[config.mk]
export PLATFORM = sky130hd
export DESIGN_NAME = jlrv_ctrl
export DESIGN_NICKNAME = d
export VERILOG_FILES = /design/src/design/jlrv_pkg.sv /design/src/design/jlrv_ctrl.sv
export SDC_FILE = /design/constraint.sdc
export NUM_CORES = 1
export LEC_CHECK = 0
export BUFFER_PORTS_ARGS = -buffer_cell sky130_fd_sc_hd__buf_2
export CAP_MARGIN = 5
export CORE_UTILIZATION = 40
export DETAILED_ROUTE_END_ITERATION = 8
export PLACE_DENSITY = 0.68
export SYNTH_ARGS = -nofsm -noshare
export SYNTH_HDL_FRONTEND = slang
export SYNTH_SLANG_ARGS = --single-unit
[constraint.sdc]
create_clock -name clk -period 3.15 [get_ports clk]
set_clock_uncertainty 0.15 [all_clocks]
set_input_delay 0.945 -clock clk [delete_from_list [all_inputs] [get_ports clk]]
set_output_delay 0.945 -clock clk [all_outputs]
set_load 0.02 [all_outputs]
[src/design/jlrv_pkg.sv]
// Shared constants, command codes and status struct for the reachable
// velocity block. No dependencies.
package jlrv_pkg;

    localparam int BISECT_STEPS = 32;
    localparam int FRAC_BITS    = 16;
    localparam int STEP_W       = $clog2(BISECT_STEPS);

    localparam logic [31:0] MARGIN_DIV  = 32'd1000000;
    localparam logic [31:0] MARGIN_BIAS = 32'd999999;
    // 1e6 = 64 * 15625: the biased length is shifted down by 6, then
    // multiplied by ceil(2^41 / 15625) and the product taken from bit 41 up
    localparam logic [27:0] MARGIN_RECIP = 28'd140737489;

    localparam int DIV_STEPS  = 64;
    localparam int DIV_CNT_W  = $clog2(DIV_STEPS + 1);
    localparam int SQRT_STEPS = 32;
    localparam int SQRT_CNT_W = $clog2(SQRT_STEPS + 1);

    typedef logic [4:0] cmd_t;

    localparam cmd_t CMD_NONE      = 5'd0;
    localparam cmd_t CMD_LOAD      = 5'd1;
    localparam cmd_t CMD_MARGIN    = 5'd2;
    localparam cmd_t CMD_USABLE    = 5'd3;
    localparam cmd_t CMD_MUL_AA    = 5'd4;
    localparam cmd_t CMD_THR       = 5'd5;
    localparam cmd_t CMD_SET_THR   = 5'd6;
    localparam cmd_t CMD_AJ        = 5'd7;
    localparam cmd_t CMD_SET_AJ    = 5'd8;
    localparam cmd_t CMD_LOW_INIT  = 5'd9;
    localparam cmd_t CMD_SET_MID   = 5'd10;
    localparam cmd_t CMD_DIV_DVJ   = 5'd11;
    localparam cmd_t CMD_DIV_DVA   = 5'd12;
    localparam cmd_t CMD_SQRT      = 5'd13;
    localparam cmd_t CMD_SET_DUR   = 5'd14;
    localparam cmd_t CMD_MUL_LO    = 5'd15;
    localparam cmd_t CMD_MUL_HI    = 5'd16;
    localparam cmd_t CMD_ACC_HI    = 5'd17;
    localparam cmd_t CMD_DECIDE    = 5'd18;
    localparam cmd_t CMD_RES_START = 5'd19;
    localparam cmd_t CMD_RES_CAP   = 5'd20;
    localparam cmd_t CMD_RES_LOW   = 5'd21;
    localparam cmd_t CMD_EMIT      = 5'd22;

    typedef struct packed {
        logic div_busy;
        logic div_done;
        logic sqrt_done;
        logic limits_bad;
        logic cap_le_start;
        logic dv_zero;
        logic tri_sel;
        logic fits;
    } status_t;

endpackage

[src/design/jlrv_ctrl.sv]
// Sequencer for the reachable velocity search: setup, full-change test,
// bisection and result hand-off. Uses jlrv_pkg.
module jlrv_ctrl (
    input  logic              clk,
    input  logic              rst_n,
    input  logic              in_valid,
    output logic              in_stall,
    output logic              out_valid,
    input  logic              out_stall,
    output jlrv_pkg::cmd_t    cmd,
    input  jlrv_pkg::status_t status
);

    localparam logic [4:0] S_IDLE   = 5'd0;
    localparam logic [4:0] S_CHECK  = 5'd1;
    localparam logic [4:0] S_MARGIN = 5'd2;
    localparam logic [4:0] S_AA     = 5'd3;
    localparam logic [4:0] S_THR    = 5'd4;
    localparam logic [4:0] S_THR_W  = 5'd5;
    localparam logic [4:0] S_AJ     = 5'd6;
    localparam logic [4:0] S_AJ_W   = 5'd7;
    localparam logic [4:0] S_EV     = 5'd8;
    localparam logic [4:0] S_DIV_W  = 5'd9;
    localparam logic [4:0] S_SQRT_W = 5'd10;
    localparam logic [4:0] S_MLO    = 5'd11;
    localparam logic [4:0] S_MHI    = 5'd12;
    localparam logic [4:0] S_ACC    = 5'd13;
    localparam logic [4:0] S_DEC    = 5'd14;
    localparam logic [4:0] S_RESL   = 5'd15;
    localparam logic [4:0] S_MID    = 5'd16;
    localparam logic [4:0] S_DONE   = 5'd17;

    logic [4:0]                   state_reg, state_next;
    logic                         full_reg, full_next;
    logic [jlrv_pkg::STEP_W-1:0]  step_reg, step_next;
    logic                         out_valid_reg, out_valid_next;
    logic                         out_free;

    assign out_free = !out_valid_reg || !out_stall;

    always_comb
    begin
        state_next = state_reg;
        full_next  = full_reg;
        step_next  = step_reg;
        cmd        = jlrv_pkg::CMD_NONE;
        case (state_reg)
            S_IDLE:
            begin
                if (in_valid)
                begin
                    cmd        = jlrv_pkg::CMD_LOAD;
                    state_next = S_CHECK;
                end
            end
            S_CHECK:
            begin
                if (status.limits_bad)
                begin
                    cmd        = jlrv_pkg::CMD_RES_START;
                    state_next = S_DONE;
                end
                else if (status.cap_le_start)
                begin
                    cmd        = jlrv_pkg::CMD_RES_CAP;
                    state_next = S_DONE;
                end
                else
                begin
                    cmd        = jlrv_pkg::CMD_MARGIN;
                    full_next  = 1'b1;
                    state_next = S_MARGIN;
                end
            end
            S_MARGIN:
            begin
                cmd        = jlrv_pkg::CMD_USABLE;
                state_next = S_AA;
            end
            S_AA:
            begin
                cmd        = jlrv_pkg::CMD_MUL_AA;
                state_next = S_THR;
            end
            S_THR:
            begin
                cmd        = jlrv_pkg::CMD_THR;
                state_next = S_THR_W;
            end
            S_THR_W:
            begin
                if (status.div_done)
                begin
                    cmd        = jlrv_pkg::CMD_SET_THR;
                    state_next = S_AJ;
                end
            end
            S_AJ:
            begin
                cmd        = jlrv_pkg::CMD_AJ;
                state_next = S_AJ_W;
            end
            S_AJ_W:
            begin
                if (status.div_done)
                begin
                    cmd        = jlrv_pkg::CMD_SET_AJ;
                    state_next = S_EV;
                end
            end
            S_EV:
            begin
                if (status.dv_zero)
                begin
                    state_next = S_DEC;
                end
                else
                begin
                    cmd        = status.tri_sel ? jlrv_pkg::CMD_DIV_DVJ : jlrv_pkg::CMD_DIV_DVA;
                    state_next = S_DIV_W;
                end
            end
            S_DIV_W:
            begin
                if (status.div_done)
                begin
                    if (status.tri_sel)
                    begin
                        cmd        = jlrv_pkg::CMD_SQRT;
                        state_next = S_SQRT_W;
                    end
                    else
                    begin
                        cmd        = jlrv_pkg::CMD_SET_DUR;
                        state_next = S_MLO;
                    end
                end
            end
            S_SQRT_W:
            begin
                if (status.sqrt_done)
                begin
                    cmd        = jlrv_pkg::CMD_SET_DUR;
                    state_next = S_MLO;
                end
            end
            S_MLO:
            begin
                cmd        = jlrv_pkg::CMD_MUL_LO;
                state_next = S_MHI;
            end
            S_MHI:
            begin
                cmd        = jlrv_pkg::CMD_MUL_HI;
                state_next = S_ACC;
            end
            S_ACC:
            begin
                cmd        = jlrv_pkg::CMD_ACC_HI;
                state_next = S_DEC;
            end
            S_DEC:
            begin
                if (full_reg)
                begin
                    if (status.fits)
                    begin
                        cmd        = jlrv_pkg::CMD_RES_CAP;
                        state_next = S_DONE;
                    end
                    else
                    begin
                        cmd        = jlrv_pkg::CMD_LOW_INIT;
                        full_next  = 1'b0;
                        step_next  = '0;
                        state_next = S_MID;
                    end
                end
                else
                begin
                    cmd = jlrv_pkg::CMD_DECIDE;
                    if (step_reg == jlrv_pkg::STEP_W'(jlrv_pkg::BISECT_STEPS - 1))
                    begin
                        state_next = S_RESL;
                    end
                    else
                    begin
                        step_next  = step_reg + 1'b1;
                        state_next = S_MID;
                    end
                end
            end
            S_RESL:
            begin
                cmd        = jlrv_pkg::CMD_RES_LOW;
                state_next = S_DONE;
            end
            S_MID:
            begin
                cmd        = jlrv_pkg::CMD_SET_MID;
                state_next = S_EV;
            end
            S_DONE:
            begin
                if (out_free)
                begin
                    cmd        = jlrv_pkg::CMD_EMIT;
                    state_next = S_IDLE;
                end
            end
            default:
            begin
                state_next = S_IDLE;
            end
        endcase
    end

    always_comb
    begin
        out_valid_next = out_valid_reg;
        if (cmd == jlrv_pkg::CMD_EMIT)
        begin
            out_valid_next = 1'b1;
        end
        else if (!out_stall)
        begin
            out_valid_next = 1'b0;
        end
    end

    always_ff @(posedge clk or negedge rst_n)
    begin
        if (!rst_n)
        begin
            state_reg     <= S_IDLE;
            full_reg      <= 1'b0;
            step_reg      <= '0;
            out_valid_reg <= 1'b0;
        end
        else
        begin
            state_reg     <= state_next;
            full_reg      <= full_next;
            step_reg      <= step_next;
            out_valid_reg <= out_valid_next;
        end
    end

    assign in_stall  = state_reg != S_IDLE;
    assign out_valid = out_valid_reg;

`ifndef SYNTHESIS
    a_div_start_idle: assert property (@(posedge clk) disable iff (!rst_n)
        (cmd == jlrv_pkg::CMD_THR || cmd == jlrv_pkg::CMD_AJ
         || cmd == jlrv_pkg::CMD_DIV_DVJ || cmd == jlrv_pkg::CMD_DIV_DVA)
        |-> !status.div_busy)
        else $error("divider restarted while busy");
    a_emit_free: assert property (@(posedge clk) disable iff (!rst_n)
        (cmd == jlrv_pkg::CMD_EMIT) |-> (!out_valid_reg || !out_stall))
        else $error("result overwrote an item still waiting");
    a_emit_valid: assert property (@(posedge clk) disable iff (!rst_n)
        (cmd == jlrv_pkg::CMD_EMIT) |=> out_valid_reg && state_reg == S_IDLE)
        else $error("emitted item not shown");
`endif

endmodule

==> summary.txt, run 1 <==
Status
  • Status: finished, final reports clean

Clocking
  • CTS buffer count: 3
  • CTS root buffer: clkbuf_4
  • Hold buffer count at CTS: 0
  • Clk sinks: 12
  • Worst-Skew Late Latency: 270 ps
  • CTS tree: built
  • CTS Buffer Depth: 2
  • H-tree levels: 1
  • Clk pin slew, worst setup/hold paths: around 70 ps

Detailed routing
  • Drt total wl: 3150 um
  • First DRT Iteration DRCs: 55
  • Via density: 6.35
  • Remaining DRCs: 0
  • WL/cell: around 16 um
  • Vias: 1289
  • ANT nets after route: 0
  • Drt first pass iters: 4

Synthesis
  • Post-Synthesis Cells: 153
  • Post-synth EDFFs: 0
  • Synth Warn #: 0
  • Synthesized net count: between 150 and 200
  • #FFs+latches synth: 12
  • Synth unique cells: 52
  • Synth Flop Type: dfrtp_1
  • Fraction of registers with async set/reset: 1.00
  • Mapped Area: 1180 um2
  • Register area share after synthesis: 0.255
  • Syn avg cell area: 7.69 um2

Worst setup path
  • Worst-path maximum fanout: 2
  • Critical Path Sink Type: output pin
  • CP Launch Type: input port
  • Max incr delay on CP: 400 ps
  • Crit path buffers/inverters: 2
  • Worst path cell trace: buf_2 -> o211ai_1 -> o32ai_1 -> or4_1 -> buf_4
  • CP Data Required Time: 2050 ps
  • Crit path kind: in -> out
  • Crit-path leading delay family: simple AND/OR/NAND/NOR gates
  • Slowest stage cell, crit path: or4_1
  • Critical path arrival: slightly below 2000 ps

Power and ir drop
  • LEAKAGE: 0.569 nW
  • Worst IR drop on VDD: 0.540 mV
  • Cell Pwr Density: between 1000 and 1500 nW/um2

Final layout
  • # fillers: 266
  • Commonest non-fill, non-tap cell in the layout: buf_2
  • Final nets: 187
  • Most frequent cells in the layout: buf_2 (15), nand2_1 (14), nor2_1 (13)
  • Layout cells sized above 1: 0.256
  • Util after Layout: 0.492
  • Fin area: 1370 um2
  • Area Growth Syn to Fin: 16.3%
  • Inserted Diodes: 0

Flow run
  • Max-Cap Viols: 0

STA
  • Hold Vio Cnt, Final: 0
  • Minimum clock period: 3080 ps
  • Fin crit share: 0.978
  • Least-Margin Pin Slew: 368 ps
  • Fmax: 325 MHz
  • Finish-stage setup viols: 0
  • Final Max Slew Viols: 0
  • Max_slew headroom: 0.748

Placement
  • GP Congestion: 0.894
  • I/O Buffers: 17
  • Placed Area: 1300 um2
  • Detailed placement HPWL: 2350 um

Global routing
  • Largest net degree at the start of global routing: 19
  • Grt met1 use: 0.269
  • Initial antenna violation count: 0
  • Global-route wire length before repair: 5240 um
  • Met2 usage: 0.333
  • GR Overflow Total: 0
  • Vias in the first global route: 1193
  • Busiest grt layer: met2
  • Met3 usage: 0.0349
  • Tot GR Track Use: 0.207

Floorplanning
  • Die area: 3160 um2
  • Rows: 19
  • Starting Density: 0.423
  • Core area: between 2000 and 3000 um2
  • Die H: 56.2 um
  • Die Wd: 56.2 um
  • Ports: 19

Hold path
  • Hold Crit Class: reg -> reg
-- worst paths after layout --
path | startpoint | end | slack, ps | cells after the start
min reg2reg | step_reg[4] | step_reg[4] | 380 | 1
min in group asynchronous | rst_n | state_reg[2] | 390 | 1
min | step_reg[4] | step_reg[4] | 380 | 1
max | status[5] | cmd[2] | 70 | 5
max in group asynchronous | rst_n | state_reg[4] | 2230 | 1
max reg2reg | step_reg[0] | state_reg[2] | 870 | 8
-- cells by family (layout without fill, tap and decap cells) --
logic type / Yosys count / in the layout / share of synthesized area
xor+xnor: 2 / 2 / 0.0149
simple gates: 72 / 72 / 0.339
buf+inv: 17 / 36 / 0.0681
compound gates: 48 / 48 / 0.301
fa+ha+maj: 2 / 2 / 0.0213
flops: 12 / 12 / 0.255
-- metrics by stage --
step	TNS, ps	setup WS [ps]	power (W)	std cells	hold slack [ps]
2_1_floorplan	0	187	0.00111	153	334
3_3_place_gp	0	64.3	0.00133	198	354
3_5_place_dp	0	75.9	0.00135	198	361
4_1_cts	0	23.8	0.00148	202	381
5_1_grt	-2.73	-2.73	0.00167	203	388
6_report	0	69.7	0.00152	203	380
-- final cells by class --
class / instances / area (um2) / area share
inverter: 6 / 22.5 / 0.0165
multi-input combinational: 124 / 806 / 0.589
timing repair buffer: 26 / 158 / 0.115
sequential: 12 / 307 / 0.224
clock buffer: 4 / 36.3 / 0.0265
tap: 31 / 38.8 / 0.0284
-- what timing repair did --
item | in CTS | in global routing
setup buffers | 0 | 1
gates resized for setup | 1 | 8
endpoints found under the setup margin | 1 | 5
pin swaps | 0 | 1
-- layer usage --
metal / up-vias / part of all wire
met5: - / 0
met4: 0 / 0.030
met3: 10 / 0.053
met2: 52 / 0.47
met1: 604 / 0.44
li1: 623 / -
-- synthesized netlist by cell type (all sizes together), types with 4 or more instances --
cell | instances | share of area
or3 | 4 | 0.026
nand2b | 7 | 0.037
inv | 6 | 0.019
a21oi | 8 | 0.034
o2bb2ai | 5 | 0.037
buf | 6 | 0.033
nand3 | 4 | 0.017
nand2 | 14 | 0.045
o21ai | 9 | 0.038
clkbuf | 5 | 0.016
nor3 | 9 | 0.038
nor2 | 13 | 0.041
dfrtp | 12 | 0.26
-- worst reg2reg max path: stages (launching register included) --
cell,delay (ps)
dfrtp_1,420
ha_1,190
and3_1,160
ha_1,310
nor2b_1,220
nand2_1,70
a2111oi_0,410
a311oi_1,100
o32ai_1,150
-- where the power goes --
part           internal (W)  total, W  switching [W]
clock             0.0000702  0.000120      0.0000497
combinational      0.000464   0.00106       0.000598
sequential         0.000217  0.000344       0.000127
total              0.000750   0.00152       0.000775
Power figures use the tool's default switching activity.
==> run 2, diff against run 1 <==
--- a/config.mk
+++ b/config.mk
@@ -10,6 +10,7 @@
 export CORE_UTILIZATION = 40
 export DETAILED_ROUTE_END_ITERATION = 8
 export PLACE_DENSITY = 0.68
+export RECOVER_POWER = 100
 export SYNTH_ARGS = -nofsm -noshare
 export SYNTH_HDL_FRONTEND = slang
 export SYNTH_SLANG_ARGS = --single-unit
==> run 2 against run 1 <==
  * Total power is 0.46% lower
  * Sequential share of layout area up 0.14 points
  * Final area is 1.0% lower
  * Clock power about the same
  * Largest cell class unchanged
  * Largest power group unchanged
  * Highest routed layer unchanged
==> summary.txt, run 2 (synthesized netlist as in run 1, its figures left out) <==
Floorplanning
  • Die H: 56.2 um
  • Rows: 19
  • Core area: 2780 um2
  • Die area: 3160 um2
  • Ports: 19
  • Starting Density: 0.423
  • Die Wd: 56.2 um

Clocking
  • CTS root buffer: clkbuf_4
  • CTS Buffer Depth: 2
  • Clk pin slew, worst setup/hold paths: 70 ps
  • H-tree levels: 1
  • CTS buffer count: 3
  • Worst-Skew Late Latency: 270 ps
  • CTS tree: built
  • Clk sinks: 12

Global routing
  • Largest net degree at the start of global routing: 19
  • GR Overflow Total: 0
  • Tot GR Track Use: 0.207
  • Global-route wire length before repair: 5240 um
  • Initial antenna violation count: 0
  • Vias in the first global route: roughly 1.2k

Detailed routing
  • Via density: 6.39
  • Drt first pass iters: 5
  • First DRT Iteration DRCs: just over 60
  • WL/cell: approximately 16 um
  • Vias: 1297
  • Remaining DRCs: 0
  • ANT nets after route: 0
  • Drt total wl: 3160 um

STA
  • Max_slew headroom: 0.572
  • Final Max Slew Viols: 0
  • Hold Vio Cnt, Final: 0
  • Fmax: 325 MHz
  • Minimum clock period: 3080 ps
  • Least-Margin Pin Slew: 642 ps
  • Finish-stage setup viols: 0
  • Fin crit share: 0.978
  • Setup_tns: 0 ps

Worst setup path
  • CP Data Required Time: 2050 ps
  • Worst path cell trace: buf_2 -> o211ai_1 -> o32ai_1 -> or4_1 -> buf_4
  • CP Launch Type: input port
  • Critical path arrival: 1990 ps
  • Crit path kind: in -> out
  • Critical Path Sink Type: output pin
  • Worst-path maximum fanout: 2
  • Max incr delay on CP: 400 ps
  • Slowest stage cell, crit path: or4_1

Power and ir drop
  • Worst IR drop on VDD: between 0.5 and 0.6 mV
  • LEAKAGE: 0.553 nW
  • Cell Pwr Density: approximately 1100 nW/um2

Final layout
  • Util after Layout: 0.487
  • Commonest non-fill, non-tap cell in the layout: nand2_1
  • Layout cells sized above 1: 0.227
  • Inserted Diodes: 0
  • Area Growth Syn to Fin: 15.1%
  • Final nets: 187
  • Most frequent cells in the layout: nand2_1 (14), nor2_1 (13), buf_2 (11)

Placement
  • Detailed placement HPWL: around 2400 um
  • I/O Buffers: 17
  • GP Congestion: 0.894

Flow run
  • Max-Cap Viols: 0

Status
  • Status: finished, final reports clean

Hold path
  • Hold Crit Class: reg -> reg
## run 2: changes by cell type in the layout (fill, tap and decap cells not counted)
cell	change
buf_2	-4
clkbuf_2	+2
dfrtp_2	-1
buf_4	-1
nand4_2	-1
dfrtp_1	+1
clkbuf_1	+3
nand4_1	+1
## run 2: area by class of cell
type | count | area [um2]
inverter | 6 | 22.5
multi-input combinational | 124 | 800
tap | 31 | 38.8
clock buffer | 4 | 36.3
timing repair buffer | 26 | 151
sequential | 12 | 305
fill | 268 | 1430
## run 2: where the power goes
part           internal [W]  leakage, nW  switching, W
clock             0.0000702       0.0210     0.0000500
combinational      0.000461        0.404      0.000598
sequential         0.000215        0.128      0.000124
total              0.000746        0.553      0.000772
## run 2: worst paths after layout
path | startpoint | end | slack, ps | cells past startpoint
min in group asynchronous | rst_n | step_reg[1] | 520 | 1
hold / removal | step_reg[4] | step_reg[4] | 380 | 1
hold reg to reg | step_reg[4] | step_reg[4] | 380 | 1
max in group asynchronous | rst_n | state_reg[1] | 1890 | 1
setup / recovery | status[5] | cmd[2] | 70 | 5
setup reg to reg | step_reg[0] | state_reg[2] | 890 | 8
## run 2: layer usage
metal	vias up	wire length (um)	global-route usage
met4	0	76	0.0941
met1	609	1340	0.269
li1	620	-	-
met2	60	1540	0.333
met5	-	0	0
met3	8	193	0.0349
## run 2: stage by stage
step | hold slack [ps] | cells | instance area (um2) | setup WS [ps] | power (W)
finish | 380 | 203 | 1350 | 69.3 | 0.00152
global route | 416 | 203 | 1350 | -0.0562 | 0.00166
CTS | 381 | 202 | 1340 | 23.8 | 0.00148
detailed placement | 361 | 198 | 1300 | 75.9 | 0.00135
global placement | 354 | 198 | 1300 | 64.3 | 0.00133
floorplan | 334 | 153 | 1180 | 187 | 0.00111
## run 2: what timing repair did
item | in CTS | in global routing
endpoints found under the setup margin | 1 | 5
resized for setup | 1 | 8
buffers inserted | 0 | 1
hold endpoints to repair | 0 | 0
hold buffers | 0 | 0
pin swaps | 0 | 1
## run 2: critical path, delay by kind of cell
| family | cells | cell delay (ps) |
|---|---|---|
| buf+inv | 2 | 280 |
| simple gates | 1 | 400 |
| compound gates | 2 | 360 |
==> run 3, diff against run 2 <==
--- a/config.mk
+++ b/config.mk
@@ -9,7 +9,6 @@
 export CAP_MARGIN = 5
 export CORE_UTILIZATION = 40
 export DETAILED_ROUTE_END_ITERATION = 8
-export PLACE_DENSITY = 0.68
 export RECOVER_POWER = 100
 export SYNTH_ARGS = -nofsm -noshare
 export SYNTH_HDL_FRONTEND = slang
==> run 3 against run 2 <==
  * Total power increased by 0.71%
  * Via count fell by 2.1%
  * Die area is the same
  * Wire length increased by 1.4%
  * Hold slack better by 1.9 ps
  * Worst setup slack worse by 1.2 ps
  * Count of clock-buffer cells in the layout unchanged
  * Sequential share of layout area decreased by 0.41 points
  * First-iteration DRC count decreased by 8.1%
  * Flip-flop and latch count is the same
  * Non-clock buffer count increased by 5
  * Critical path type unchanged
  * Largest cell class unchanged
  * Highest routed layer unchanged
==> summary.txt, run 3 (synthesized netlist as in run 1, its figures left out) <==
Clocking
  • CTS tree: built
  • CTS buffer count: 3
  • Clk sinks: 12
  • CTS root buffer: clkbuf_4
  • Clk pin slew, worst setup/hold paths: 80 ps
  • Hold buffer count at CTS: 0
  • H-tree levels: 1
  • Worst-Skew Late Latency: 280 ps
  • CTS Buffer Depth: 2

Final layout
  • Sequential cell area: 305 um2
  • Final nets: 192
  • Area taken by multi-input logic gates: 795 um2
  • Layout cells sized above 1: 0.243
  • Most frequent cells in the layout: nand2_1 (14), nor2_1 (13), buf_2 (12), buf_4 (12)
  • Commonest non-fill, non-tap cell in the layout: nand2_1
  • Inserted Diodes: 0
  • Area Growth Syn to Fin: 17.2%
  • # fillers: 290

Worst setup path
  • R2r setup slk: around 860 ps
  • Reg2reg end: state_reg[2]
  • Critical Path Sink Type: output pin
  • Critical path capture point: cmd[1]
  • Reg2reg start: step_reg[0]
  • Critical path arrival: just under 2000 ps
  • Most frequent CP cell: buf_2
  • Crit-path leading delay family: simple AND/OR/NAND/NOR gates
  • Worst-path maximum fanout: 2
  • Crit path depth: 7
  • CP Data Required Time: between 2000 and 2500 ps
  • Max incr delay on CP: 320 ps
  • Crit path buffers/inverters: 3
  • Worst Setup SP: status[6]
  • Crit path kind: in -> out
  • Worst path cell trace: buf_2 -> inv_1 -> or3_1 -> a211oi_2 -> a211oi_1 -> nand3_1 -> buf_2
  • CP Launch Type: input port
  • Register-to-Register Path Depth: 8
  • Slowest stage cell, crit path: or3_1

Placement
  • Detailed placement HPWL: 2390 um
  • I/O Buffers: 17
  • GP Congestion: 0.891
  • Post-place setup slack: 35.0 ps

Floorplanning
  • Starting Density: 0.423
  • Ports: 19
  • Die H: approximately 56 um
  • Rows: 19
  • Die Wd: 56.2 um
  • Die area: 3160 um2
  • Core area: 2780 um2

Global routing
  • Initial antenna violation count: 0
  • Largest net degree at the start of global routing: 19
  • Tot GR Track Use: 0.207
  • Vias in the first global route: 1166
  • Global-route wire length before repair: 5200 um
  • GR Overflow Total: 0

Flow run
  • Max-Cap Viols: 0

Detailed routing
  • Via density: 6.11
  • Drt total wl: 3200 um
  • Remaining DRCs: 0
  • WL/cell: between 15 and 20 um
  • Drt first pass iters: 4
  • Vias: 1270
  • ANT nets after route: 0
  • First DRT Iteration DRCs: 57

STA
  • Final Max Slew Viols: 0
  • Least-Margin Pin Slew: 631 ps
  • Setup_tns: 0 ps
  • Final worst slack: 68.1 ps
  • Fin crit share: 0.978
  • Finish-stage setup viols: 0
  • Hold Vio Cnt, Final: 0
  • Max_slew headroom: 0.579
  • RSZ-0062 raised after global routing: no
  • Minimum clock period: 3080 ps
  • Fmax: 324 MHz

Status
  • Status: finished, final reports clean

Hold path
  • Hold Crit Class: reg -> reg

Power and ir drop
  • LEAKAGE: 0.573 nW
  • Cell Pwr Density: 1110 nW/um2
  • Worst IR drop on VDD: 0.586 mV
[run 3: changes by cell type in the layout (fill, tap and decap cells not counted)]
cell,change
buf_4,+2
clkbuf_2,+2
buf_2,+1
nor3_1,+1
nor3_2,-1
[run 3: worst min-delay path by stage]
stage                      from     endpoint  slack, ps  cells past startpoint
floorplan           step_reg[4]  step_reg[4]        330                      1
global placement    step_reg[4]  step_reg[4]        350                      1
detailed placement  step_reg[4]  step_reg[4]        360                      1
CTS                       rst_n  step_reg[2]        380                      1
global route        step_reg[4]  step_reg[4]        400                      1
finish              step_reg[4]  step_reg[4]        380                      1
[run 3: per-layer routing]
| layer | global-route usage | share of wire | vias to the layer above |
|---|---|---|---|
| li1 | - | - | 628 |
| met1 | 0.282 | 0.47 | 593 |
| met4 | 0.0627 | 0.0094 | 0 |
| met3 | 0.0512 | 0.055 | 4 |
| met2 | 0.323 | 0.47 | 45 |
| met5 | 0 | 0 | - |
[run 3: power breakdown]
| group | internal (W) | total [W] | switching (W) |
|---|---|---|---|
| combinational | 0.000465 | 0.00106 | 0.000597 |
| sequential | 0.000215 | 0.000341 | 0.000125 |
| clock | 0.0000703 | 0.000126 | 0.0000555 |
| total | 0.000751 | 0.00153 | 0.000778 |
[run 3: layout make-up]
type | count | share of cell area
inverters | 6 | 0.0163
flip-flops and latches | 12 | 0.221
repair buffers | 31 | 0.132
clock buffers | 4 | 0.0263
well taps | 31 | 0.0281
multi-input cells | 124 | 0.576
[run 3: repair_timing]
action,CTS,global route
buffers inserted,0,2
cloned,0,0
pin swaps,0,0
endpoints found under the setup margin,1,4
resized for setup,1,4
[run 3: through the flow]
stage | util | power (W) | instance area [um2] | hold slack (ps) | cells
6_report | 0.496 | 0.00153 | 1380 | 381 | 208
5_1_grt | 0.496 | 0.00166 | 1380 | 398 | 208
4_1_cts | 0.493 | 0.00151 | 1370 | 381 | 206
3_5_place_dp | 0.479 | 0.00137 | 1330 | 358 | 202
3_3_place_gp | 0.479 | 0.00136 | 1330 | 353 | 202
2_1_floorplan | - | 0.00111 | 1180 | 334 | 153
